**config.mk**
```make
export PLATFORM = sky130hd
export DESIGN_NAME = seven_segment_scan_sniffer_core_flat
export DESIGN_NICKNAME = d
export VERILOG_FILES = /design/src/hdl/sss_pkg.sv /design/src/hdl/sss_ifs.sv /design/src/hdl/sss_front.sv /design/src/hdl/sss_queue.sv /design/src/hdl/sss_back.sv /design/src/hdl/seven_segment_scan_sniffer_core.sv /design/src/flat_wrapper.sv
export VERILOG_INCLUDE_DIRS = /design/src /design/src/hdl
export SDC_FILE = /design/constraint.sdc
export NUM_CORES = 1
export LEC_CHECK = 0
export BUFFER_PORTS_ARGS = -buffer_cell sky130_fd_sc_hd__buf_2
export CORE_MARGIN = 3
export CORE_UTILIZATION = 40
export DETAILED_ROUTE_END_ITERATION = 10
export GPL_ROUTABILITY_DRIVEN = 0
export PLACE_DENSITY_LB_ADDON = 0.3
export SETUP_SLACK_MARGIN = 0.4
export SKIP_CTS_REPAIR_TIMING = 1
export SYNTH_ARGS = -nofsm -noshare
export SYNTH_HDL_FRONTEND = slang
export SYNTH_SLANG_ARGS = --single-unit
```
**constraint.sdc**
```tcl
create_clock -name clk -period 4.5 [get_ports clk]
set_input_delay 0.225 -clock clk [delete_from_list [all_inputs] [get_ports clk]]
set_output_delay 0.225 -clock clk [all_outputs]
set_load 0.05 [all_outputs]
```
**src/hdl/seven_segment_scan_sniffer_core_assert.svh**
```systemverilog
// Assertion macros for the seven-segment scan sniffer.
// Included by the top level; needs only a clock and a synchronous reset.
`ifndef SEVEN_SEGMENT_SCAN_SNIFFER_CORE_ASSERT_SVH
`define SEVEN_SEGMENT_SCAN_SNIFFER_CORE_ASSERT_SVH

// Antecedent in a cycle implies consequent in the next.
`define SSS_ASSERT_NEXT(lbl, clk, rst, ante, cons, msg) \
  lbl: assert property (@(posedge clk) disable iff (rst) (ante) |=> (cons)) \
    else $error(msg);

// Antecedent implies consequent in the same cycle.
`define SSS_ASSERT_NOW(lbl, clk, rst, ante, cons, msg) \
  lbl: assert property (@(posedge clk) disable iff (rst) (ante) |-> (cons)) \
    else $error(msg);

`endif

```
**src/hdl/sss_pkg.sv**
```systemverilog
// Shared constants and the queue entry type of the scan sniffer.
// No dependencies; compiled first.
`default_nettype none

package sss_pkg;

  localparam int SelW      = 3;  // digit-select lines carried per snapshot
  localparam int SegW      = 7;  // segments A..G
  localparam int MaxDigits = 3;  // digits with a field in the report
  localparam int DigitW    = 2;  // digit index in a queue entry
  localparam int CountW    = 3;  // match counter and threshold

  localparam logic [CountW-1:0] ThrReset = 3'd3;

  localparam logic OpSample = 1'b0;
  localparam logic OpReport = 1'b1;

  // One classified transaction handed from front to back.
  typedef struct packed {
    logic              opcode;
    logic [DigitW-1:0] digit;
    logic [SegW-1:0]   segments;
    logic              point;
  } sss_op_t;

endpackage

`default_nettype wire

```
**src/hdl/sss_ifs.sv**
```systemverilog
// Channel interfaces: command input, report output, threshold write.
// Depends on sss_pkg for field widths.
`default_nettype none

interface sss_cmd_if;
  logic                      valid;
  logic                      ready;
  logic                      opcode;
  logic [sss_pkg::SelW-1:0]  select_lines_first;
  logic [sss_pkg::SelW-1:0]  select_lines_second;
  logic [sss_pkg::SelW-1:0]  select_lines_third;
  logic [sss_pkg::SegW-1:0]  segments_first;
  logic [sss_pkg::SegW-1:0]  segments_second;
  logic [sss_pkg::SegW-1:0]  segments_third;
  logic                      point_first;
  logic                      point_second;
  logic                      point_third;

  modport source (
    output valid, opcode, select_lines_first, select_lines_second, select_lines_third,
           segments_first, segments_second, segments_third,
           point_first, point_second, point_third,
    input  ready
  );
  modport sink (
    input  valid, opcode, select_lines_first, select_lines_second, select_lines_third,
           segments_first, segments_second, segments_third,
           point_first, point_second, point_third,
    output ready
  );
endinterface

interface sss_report_if;
  logic                          valid;
  logic                          ready;
  logic [sss_pkg::SegW-1:0]      digit0_segments;
  logic [sss_pkg::SegW-1:0]      digit1_segments;
  logic [sss_pkg::SegW-1:0]      digit2_segments;
  logic                          digit0_point;
  logic                          digit1_point;
  logic                          digit2_point;
  logic [sss_pkg::MaxDigits-1:0] fresh_flags;

  modport source (
    output valid, digit0_segments, digit1_segments, digit2_segments,
           digit0_point, digit1_point, digit2_point, fresh_flags,
    input  ready
  );
  modport sink (
    input  valid, digit0_segments, digit1_segments, digit2_segments,
           digit0_point, digit1_point, digit2_point, fresh_flags,
    output ready
  );
endinterface

interface sss_cfg_if;
  logic                       valid;
  logic                       ready;
  logic [sss_pkg::CountW-1:0] confirm_threshold;

  modport source (output valid, confirm_threshold, input ready);
  modport sink (input valid, confirm_threshold, output ready);
endinterface

`default_nettype wire

```
**src/hdl/sss_front.sv**
```systemverilog
// Front end: takes command transactions, checks sample consistency,
// pushes reports and good samples to the queue. Depends on sss_pkg, sss_ifs.
`default_nettype none

module sss_front #(
  parameter int NUM_DIGITS = 3
) (
  sss_cmd_if.sink          cmd,
  input  wire logic        q_ready,
  output sss_pkg::sss_op_t q_data,
  output logic             q_push
);
  import sss_pkg::*;

  localparam int NumLive = (NUM_DIGITS < MaxDigits) ? NUM_DIGITS : MaxDigits;

  typedef struct packed {
    logic              one;
    logic [DigitW-1:0] idx;
  } sel_t;

  // Exactly one low line among the live digits; lines of absent digits count high.
  function automatic sel_t single_low(input logic [SelW-1:0] lines);
    sel_t        r;
    logic [1:0]  cnt;
    r   = '0;
    cnt = '0;
    for (int i = 0; i < NumLive; i++) begin
      if (!lines[i]) begin
        if (cnt != 2'd2) cnt = cnt + 2'd1;
        r.idx = DigitW'(i);
      end
    end
    r.one = (cnt == 2'd1);
    return r;
  endfunction

  sel_t s1, s2, s3;
  logic sample_ok;

  always_comb begin
    s1 = single_low(cmd.select_lines_first);
    s2 = single_low(cmd.select_lines_second);
    s3 = single_low(cmd.select_lines_third);
    sample_ok = s1.one && s2.one && s3.one && (s1.idx == s2.idx) && (s1.idx == s3.idx)
             && (cmd.segments_first == cmd.segments_second)
             && (cmd.segments_second == cmd.segments_third)
             && (cmd.point_first == cmd.point_second)
             && (cmd.point_second == cmd.point_third);
  end

  assign cmd.ready = q_ready;

  // Rejected samples are accepted and dropped here.
  assign q_push = cmd.valid && q_ready && ((cmd.opcode == OpReport) || sample_ok);

  always_comb begin
    q_data.opcode   = cmd.opcode;
    q_data.digit    = s1.idx;
    q_data.segments = cmd.segments_first;
    q_data.point    = cmd.point_first;
  end

endmodule

`default_nettype wire

```
**src/hdl/sss_queue.sv**
```systemverilog
// Two-entry queue of classified transactions between front and back.
// Depends on sss_pkg.
`default_nettype none

module sss_queue (
  input  wire logic             clk,
  input  wire logic             rst,
  input  wire logic             push,
  input  wire sss_pkg::sss_op_t push_data,
  output logic                  not_full,
  input  wire logic             pop,
  output logic                  not_empty,
  output sss_pkg::sss_op_t      head
);
  import sss_pkg::*;

  sss_op_t    slots [2];
  logic       wr_ptr;
  logic       rd_ptr;
  logic [1:0] count;

  assign not_full  = (count != 2'd2);
  assign not_empty = (count != 2'd0);
  assign head      = slots[rd_ptr];

  always_ff @(posedge clk) begin
    if (rst) begin
      wr_ptr <= 1'b0;
      rd_ptr <= 1'b0;
      count  <= 2'd0;
    end else begin
      if (push) wr_ptr <= ~wr_ptr;
      if (pop)  rd_ptr <= ~rd_ptr;
      unique case ({push, pop})
        2'b10:   count <= count + 2'd1;
        2'b01:   count <= count - 2'd1;
        default: count <= count;
      endcase
    end
  end

  always_ff @(posedge clk) begin
    if (push) slots[wr_ptr] <= push_data;
  end

endmodule

`default_nettype wire

```
**src/hdl/sss_back.sv**
```systemverilog
// Back end: per-digit debounce state, confirmed values, fresh bits and
// the registered report output. Depends on sss_pkg, sss_ifs.
`default_nettype none

module sss_back #(
  parameter int NUM_DIGITS = 3
) (
  input  wire logic                       clk,
  input  wire logic                       rst,
  input  wire logic [sss_pkg::CountW-1:0] threshold,
  input  wire logic                       q_valid,
  input  wire sss_pkg::sss_op_t           q_data,
  output logic                            q_pop,
  sss_report_if.source                    report
);
  import sss_pkg::*;

  localparam int NumLive = (NUM_DIGITS < MaxDigits) ? NUM_DIGITS : MaxDigits;

  logic [SegW-1:0]      cand_seg  [NumLive];
  logic                 cand_pt   [NumLive];
  logic [CountW-1:0]    cnt       [NumLive];
  logic [SegW-1:0]      conf_seg  [NumLive];
  logic                 conf_pt   [NumLive];
  logic [MaxDigits-1:0] fresh;

  logic [CountW-1:0]    cnt_next  [NumLive];
  logic [NumLive-1:0]   hit;
  logic [NumLive-1:0]   confirm;
  logic [MaxDigits-1:0] set_mask;
  logic [MaxDigits-1:0] fresh_next;

  logic [SegW-1:0]      rpt_seg   [MaxDigits];
  logic                 rpt_pt    [MaxDigits];

  logic take_sample;
  logic take_report;
  logic out_free;

  assign out_free    = !report.valid || report.ready;
  assign take_sample = q_valid && (q_data.opcode == OpSample);
  assign take_report = q_valid && (q_data.opcode == OpReport) && out_free;
  assign q_pop       = take_sample || take_report;

  always_comb begin
    set_mask = '0;
    for (int i = 0; i < NumLive; i++) begin
      hit[i] = take_sample && (q_data.digit == DigitW'(i));
      if (cand_seg[i] == q_data.segments && cand_pt[i] == q_data.point) begin
        cnt_next[i] = (cnt[i] < threshold) ? cnt[i] + CountW'(1) : cnt[i];
      end else begin
        cnt_next[i] = CountW'(1);
      end
      confirm[i]  = hit[i] && (cnt_next[i] >= threshold);
      set_mask[i] = confirm[i];
    end
    fresh_next = take_report ? '0 : (fresh | set_mask);
  end

  always_ff @(posedge clk) begin
    if (rst) begin
      for (int i = 0; i < NumLive; i++) begin
        cand_seg[i] <= '0;
        cand_pt[i]  <= 1'b0;
        cnt[i]      <= '0;
        conf_seg[i] <= '0;
        conf_pt[i]  <= 1'b0;
      end
      fresh <= '0;
    end else begin
      for (int i = 0; i < NumLive; i++) begin
        if (hit[i]) begin
          cand_seg[i] <= q_data.segments;
          cand_pt[i]  <= q_data.point;
          cnt[i]      <= cnt_next[i];
        end
        if (confirm[i]) begin
          conf_seg[i] <= q_data.segments;
          conf_pt[i]  <= q_data.point;
        end
      end
      fresh <= fresh_next;
    end
  end

  // Report view: absent digits read zero.
  for (genvar g = 0; g < MaxDigits; g++) begin : g_rpt
    if (g < NumLive) begin : g_live
      assign rpt_seg[g] = conf_seg[g];
      assign rpt_pt[g]  = conf_pt[g];
    end else begin : g_absent
      assign rpt_seg[g] = '0;
      assign rpt_pt[g]  = 1'b0;
    end
  end

  always_ff @(posedge clk) begin
    if (rst) begin
      report.valid <= 1'b0;
    end else if (take_report) begin
      report.valid <= 1'b1;
    end else if (report.ready) begin
      report.valid <= 1'b0;
    end
  end

  always_ff @(posedge clk) begin
    if (take_report) begin
      report.digit0_segments <= rpt_seg[0];
      report.digit1_segments <= rpt_seg[1];
      report.digit2_segments <= rpt_seg[2];
      report.digit0_point    <= rpt_pt[0];
      report.digit1_point    <= rpt_pt[1];
      report.digit2_point    <= rpt_pt[2];
      report.fresh_flags     <= fresh;
    end
  end

endmodule

`default_nettype wire

```
**src/hdl/seven_segment_scan_sniffer_core.sv**
```systemverilog
// Seven-segment scan sniffer top level.
// Channels:
//   cmd    - sample bursts (opcode sample) and report requests (opcode report).
//   report - one transaction per report request: confirmed masks, points and
//            fresh flags of digits 0..2; digits that do not exist read zero.
//   cfg    - write of confirm_threshold; always ready, take it while idle.
// Throughput: one cmd transaction per cycle, sustained, as long as report
// is taken; the front checks a sample in the cycle it arrives.
// A transaction is written to the queue when it is accepted and is handled
// by the back end once it reaches the queue head; a report result is
// registered in the report output when its entry is popped.
// Stall: while report is held off, samples keep flowing through the back
// end until a second report reaches the queue head; one more entry fits
// behind it, and once the queue is full cmd.ready drops.
// Reset (rst, synchronous): clears all debounce state, confirmed values,
// fresh flags, the queue and the report valid flag; threshold returns to 3.
// Depends on sss_pkg, sss_ifs, sss_front, sss_queue, sss_back and the
// assertion macro header.
`default_nettype none

`include "seven_segment_scan_sniffer_core_assert.svh"

module seven_segment_scan_sniffer_core #(
  parameter int NUM_DIGITS = 3
) (
  input wire logic      clk,
  input wire logic      rst,
  sss_cmd_if.sink       cmd,
  sss_report_if.source  report,
  sss_cfg_if.sink       cfg
);
  import sss_pkg::*;

  logic [CountW-1:0] threshold;

  sss_op_t push_data;
  sss_op_t head;
  logic    push;
  logic    pop;
  logic    not_full;
  logic    not_empty;

  // Report request taken on cmd, and report entry leaving the queue.
  logic    report_acc;
  logic    report_pop;

  // Threshold register; user must write only while idle, not enforced here.
  assign cfg.ready = 1'b1;

  always_ff @(posedge clk) begin
    if (rst) begin
      threshold <= ThrReset;
    end else if (cfg.valid) begin
      threshold <= cfg.confirm_threshold;
    end
  end

  // Front: classify, drop inconsistent samples.
  sss_front #(.NUM_DIGITS(NUM_DIGITS)) u_front (
    .cmd     (cmd),
    .q_ready (not_full),
    .q_data  (push_data),
    .q_push  (push)
  );

  // Decoupling queue between front and back.
  sss_queue u_queue (
    .clk       (clk),
    .rst       (rst),
    .push      (push),
    .push_data (push_data),
    .not_full  (not_full),
    .pop       (pop),
    .not_empty (not_empty),
    .head      (head)
  );

  // Back: debounce state update and report register.
  sss_back #(.NUM_DIGITS(NUM_DIGITS)) u_back (
    .clk       (clk),
    .rst       (rst),
    .threshold (threshold),
    .q_valid   (not_empty),
    .q_data    (head),
    .q_pop     (pop),
    .report    (report)
  );

  assign report_acc = cmd.valid && cmd.ready && (cmd.opcode == OpReport);
  assign report_pop = pop && (head.opcode == OpReport);

  // A report request that is accepted shows up in the queue next cycle.
  `SSS_ASSERT_NEXT(a_report_queued, clk, rst, report_acc, not_empty, "report not queued")
  // Popping a report loads the output register.
  `SSS_ASSERT_NEXT(a_report_loaded, clk, rst, report_pop, report.valid, "report not shown")
  // The output only turns valid because a report was popped.
  `SSS_ASSERT_NOW(a_report_source, clk, rst, $rose(report.valid), $past(report_pop), "stray report")
  // The queue never pops when empty.
  `SSS_ASSERT_NOW(a_no_underflow, clk, rst, pop, not_empty, "queue popped while empty")

endmodule

`default_nettype wire
```
**src/flat_wrapper.sv**
```systemverilog
// flat-port wrapper written by rule: the top's interface ports become plain ports
module seven_segment_scan_sniffer_core_flat import sss_pkg::*;
#(
  parameter int NUM_DIGITS = 3
)
  (clk, rst, cmd_valid, cmd_opcode, cmd_select_lines_first, cmd_select_lines_second, cmd_select_lines_third, cmd_segments_first, cmd_segments_second, cmd_segments_third, cmd_point_first, cmd_point_second, cmd_point_third, cmd_ready, report_valid, report_digit0_segments, report_digit1_segments, report_digit2_segments, report_digit0_point, report_digit1_point, report_digit2_point, report_fresh_flags, report_ready, cfg_valid, cfg_confirm_threshold, cfg_ready);
  sss_cmd_if cmd_i ();
  sss_report_if report_i ();
  sss_cfg_if cfg_i ();
  input wire logic clk;
  input wire logic rst;
  input wire logic [$bits(cmd_i.valid)-1:0] cmd_valid;
  input wire logic [$bits(cmd_i.opcode)-1:0] cmd_opcode;
  input wire logic [$bits(cmd_i.select_lines_first)-1:0] cmd_select_lines_first;
  input wire logic [$bits(cmd_i.select_lines_second)-1:0] cmd_select_lines_second;
  input wire logic [$bits(cmd_i.select_lines_third)-1:0] cmd_select_lines_third;
  input wire logic [$bits(cmd_i.segments_first)-1:0] cmd_segments_first;
  input wire logic [$bits(cmd_i.segments_second)-1:0] cmd_segments_second;
  input wire logic [$bits(cmd_i.segments_third)-1:0] cmd_segments_third;
  input wire logic [$bits(cmd_i.point_first)-1:0] cmd_point_first;
  input wire logic [$bits(cmd_i.point_second)-1:0] cmd_point_second;
  input wire logic [$bits(cmd_i.point_third)-1:0] cmd_point_third;
  output wire logic [$bits(cmd_i.ready)-1:0] cmd_ready;
  output wire logic [$bits(report_i.valid)-1:0] report_valid;
  output wire logic [$bits(report_i.digit0_segments)-1:0] report_digit0_segments;
  output wire logic [$bits(report_i.digit1_segments)-1:0] report_digit1_segments;
  output wire logic [$bits(report_i.digit2_segments)-1:0] report_digit2_segments;
  output wire logic [$bits(report_i.digit0_point)-1:0] report_digit0_point;
  output wire logic [$bits(report_i.digit1_point)-1:0] report_digit1_point;
  output wire logic [$bits(report_i.digit2_point)-1:0] report_digit2_point;
  output wire logic [$bits(report_i.fresh_flags)-1:0] report_fresh_flags;
  input wire logic [$bits(report_i.ready)-1:0] report_ready;
  input wire logic [$bits(cfg_i.valid)-1:0] cfg_valid;
  input wire logic [$bits(cfg_i.confirm_threshold)-1:0] cfg_confirm_threshold;
  output wire logic [$bits(cfg_i.ready)-1:0] cfg_ready;
  assign cmd_i.valid = cmd_valid;
  assign cmd_i.opcode = cmd_opcode;
  assign cmd_i.select_lines_first = cmd_select_lines_first;
  assign cmd_i.select_lines_second = cmd_select_lines_second;
  assign cmd_i.select_lines_third = cmd_select_lines_third;
  assign cmd_i.segments_first = cmd_segments_first;
  assign cmd_i.segments_second = cmd_segments_second;
  assign cmd_i.segments_third = cmd_segments_third;
  assign cmd_i.point_first = cmd_point_first;
  assign cmd_i.point_second = cmd_point_second;
  assign cmd_i.point_third = cmd_point_third;
  assign cmd_ready = cmd_i.ready;
  assign report_valid = report_i.valid;
  assign report_digit0_segments = report_i.digit0_segments;
  assign report_digit1_segments = report_i.digit1_segments;
  assign report_digit2_segments = report_i.digit2_segments;
  assign report_digit0_point = report_i.digit0_point;
  assign report_digit1_point = report_i.digit1_point;
  assign report_digit2_point = report_i.digit2_point;
  assign report_fresh_flags = report_i.fresh_flags;
  assign report_i.ready = report_ready;
  assign cfg_i.valid = cfg_valid;
  assign cfg_i.confirm_threshold = cfg_confirm_threshold;
  assign cfg_ready = cfg_i.ready;
  seven_segment_scan_sniffer_core #(.NUM_DIGITS(NUM_DIGITS)) u_core (.clk(clk), .rst(rst), .cmd(cmd_i), .report(report_i), .cfg(cfg_i));
endmodule
```
==> reports/results.tsv <==
metric	value	unit
DR WL/cell	14.9	µm
Via Count	3121	
Final Hold Vio Count	0	
Synth Flop Type	edfxtp_1	
Leak	2.46	nW
DP HPWL	6860	µm
n_diodes	0	
H-Tree Depth	4	
Post-Syn Area	5280	µm²
grt total ovfl	0	
syn_area_per_cell	14.7	µm²
Clock Skew	9.06	ps
Final Core Density	50.6	%
Post-Syn Instances	360	
crit path to	u_core.u_back.conf_seg[0][3]	
status	complete, no violations	
Net count, final	516	
Final ANT Viol Nets	0	
setup_tns	0	ps
Seq/Total Area, Yosys	64.8	%
final setup fails	0	
Worst-path clk slew	60	ps
Initial Util	41.3	%
clk sinks	118	
Synth cell types	48	
Clock Latency Late Sink	410	ps
GRT Util Overall	14.0	%
Warnings, synthesis	0	
Die Area	14600	µm²
Worst Hold Class	primary input to flop	
RSZ-0062 raised after global routing	false	
first-pass GRT wire length	15500	µm
Synth-to-Final Area Change	22.3	%
DRC viols	0	
largest net degree at the start of global routing	30	
CTS root buffer	clkbuf_16	
CTS tree	done	
Period minus WS final	3550	ps
Crit path top cell by count	buf_4	
Worst-Margin Slew	936	ps
Req. time, crit path	4630	ps
final worst path period share	78.8	%
#FFs+latches synth	118	
Setup CP Type	flop to flop	
net count after synthesis	428	
DR vias/cell	4.93	
chip height	121	µm
Buffers on Ports	70	
max_slew headroom	37.5	%
core footprint	12800	µm²
slowest stage cell, crit path	mux2i_2	
fin. max-slew vios	0	
CTS Buf Count	17	
Setup crit start kind	flop	
Yosys top cell by area	edfxtp_1	
Core Rows	41	
critical path cell sequence	buf_4 > mux2i_2 > xnor2_1 > nor4_2 > nand2_2 > nor2b_1 > ha_1 > nand2b_1 > a21o_1 > a211o_1 > a32oi_1 > buf_4 > nor4_1	
CP peak stage delay	450	ps
worst-case clock buffer depth	2	
R2R depth	13	
drt pass-1 iters	4	
DR iter-0 viols	135	
share of layout cells above drive strength 1	29.9	%
ranking of synthesized cells by area	edfxtp_1 (60%), ha_1 (6.2%), xnor2_1 (5.3%), dfxtp_1 (4.5%), mux2i_4 (2.6%)	
fmax	282	MHz
pwr dens	567	nW/µm²
DIE WIDTH	121	µm
vias in the first global route	3116	
peak supply drop	279	µV
initial antenna violation count	0	
final WL	9450	µm
ys async rst share	0	%
Max FO, Critical Path	12	
CP Data Arrival Time	3670	ps
crit path capture type	flop	
setup slack, reg-to-reg	950	ps
Max-Cap Viols	0	
Post-synth EDFFs	106	
FF-to-FF End	u_core.u_back.conf_seg[0][3]	
top-area cell type share of the netlist area	60.3	%
Ports	72	
flip-flops by register name, summed over array words and instances, names as in the netlist, 2 cells and up, named ones only:
register / cells
u_core.u_queue.slots: 22
u_core.u_back.cand_seg: 21
u_core.u_back.conf_seg: 21
u_core.u_back.cnt: 9
report_digit0_segments: 7
report_digit1_segments: 7
report_digit2_segments: 7
u_core.threshold: 3
u_core.u_back.cand_pt: 3
u_core.u_back.conf_pt: 3
u_core.u_back.fresh: 3
u_core.u_back.report.fresh_flags: 3
u_core.u_queue.count: 2
kinds of logic after synthesis:
family | after synthesis | synth area share, %
fa+ha+maj | 26 | 6.16
compound gates | 42 | 5.24
mux | 18 | 5.12
buf+inv | 23 | 1.87
other cells | 1 | 0.0710
flops | 118 | 64.8
simple gates | 99 | 11.2
xor+xnor | 33 | 5.47
stage by stage:
step | std cells | setup slack [ps] | cell area [µm²] | power [mW] | hold slack (ps)
after floorplan | 360 | 1230 | 5280 | 2.11 | 324
after global placement | 601 | 1110 | 5850 | 2.30 | 409
after detailed placement | 601 | 1000 | 5850 | 2.31 | 405
after CTS | 633 | 963 | 6460 | 3.69 | 12.5
final | 633 | 952 | 6460 | 3.66 | 28.8
after global routing | 633 | 654 | 6460 | 3.81 | 15.8
layer usage:
metal  vias to the layer above  track usage [%]  wire length, µm
met2                       102             22.0             4550
met1                      1469             17.1             4130
li1                       1532                -                -
met3                        18             5.27              542
met4                         0             6.59              223
met5                         -                0                0
Yosys cell counts, drive strengths merged (2+ instances only):
cell / n
edfxtp: 106
xnor2: 32
nor2: 27
ha: 26
inv: 17
nor3: 16
mux2i: 15
nor4: 15
dfxtp: 12
nand2: 12
a21oi: 9
and3: 8
nand2b: 7
a21o: 6
o21ai: 6
a31oi: 5
nor2b: 5
buf: 4
o211ai: 4
a211oi: 3
mux2: 3
o22ai: 3
a32oi: 2
clkbuf: 2
nor4bb: 2
or2: 2
or3: 2
worst min-delay path by stage:
stage                                       start                          to  slack, ps  cells after the start
finish                      cmd_segments_first[5]  u_core.u_queue.slots[0][6]         30                      1
global route                cmd_segments_first[5]  u_core.u_queue.slots[0][6]         20                      1
CTS                         cmd_segments_first[5]  u_core.u_queue.slots[0][6]         10                      1
detailed placement  u_core.u_back.conf_seg[0][14]   report_digit2_segments[0]        400                      0
global placement    u_core.u_back.conf_seg[0][18]   report_digit2_segments[4]        410                      0
floorplan                         cmd_point_first  u_core.u_queue.slots[0][0]        320                      0
layout by cell type, fill, tap and decap left out, types with 4 or more instances in the layout:
cell type / synthesis / routed
nor3_2: 6 / 6
and3_1: 8 / 8
nor4_1: 9 / 9
xnor2_1: 32 / 32
nand2_1: 9 / 9
o21ai_0: 5 / 5
edfxtp_1: 106 / 106
o211ai_1: 4 / 4
nand2b_1: 7 / 7
nor4_2: 6 / 6
a31oi_1: 5 / 5
nor2_1: 26 / 26
nor2b_1: 5 / 5
buf_4: 1 / 5
a21o_1: 6 / 6
mux2i_4: 6 / 6
inv_1: 17 / 17
inv_8: 0 / 4
clkbuf_16: 0 / 17
buf_2: 1 / 70
nor3_1: 10 / 10
ha_1: 26 / 26
inv_6: 0 / 5
dfxtp_1: 12 / 12
mux2i_1: 7 / 7
a21oi_1: 9 / 8
worst max-delay path, delay by kind of cell, from the launching register on:
family	cells	cell delay [ps]
simple gates	5	940
compound gates	3	690
buf+inv	2	490
mux	1	450
flops	1	310
fa+ha+maj	1	230
xor+xnor	1	160
where the power goes:
| part | leakage (nW) | total [mW] | internal (mW) | switching, mW |
|---|---|---|---|---|
| Sequential | 1.14 | 1.44 | 1.38 | 0.0611 |
| Combinational | 1.03 | 0.843 | 0.269 | 0.574 |
| Clock | 0.293 | 1.38 | 0.840 | 0.536 |
area by class of cell:
cell class,instances,area (µm²)
Tap cell,172,215
Clock inverter,15,181
Sequential cell,118,3420
Clock buffer,17,425
Multi-Input combinational cell,219,1760
Timing Repair Buffer,75,388
Fill cell,1090,6310
Inverter,17,63.8
(Power assumes the default switching activity.)
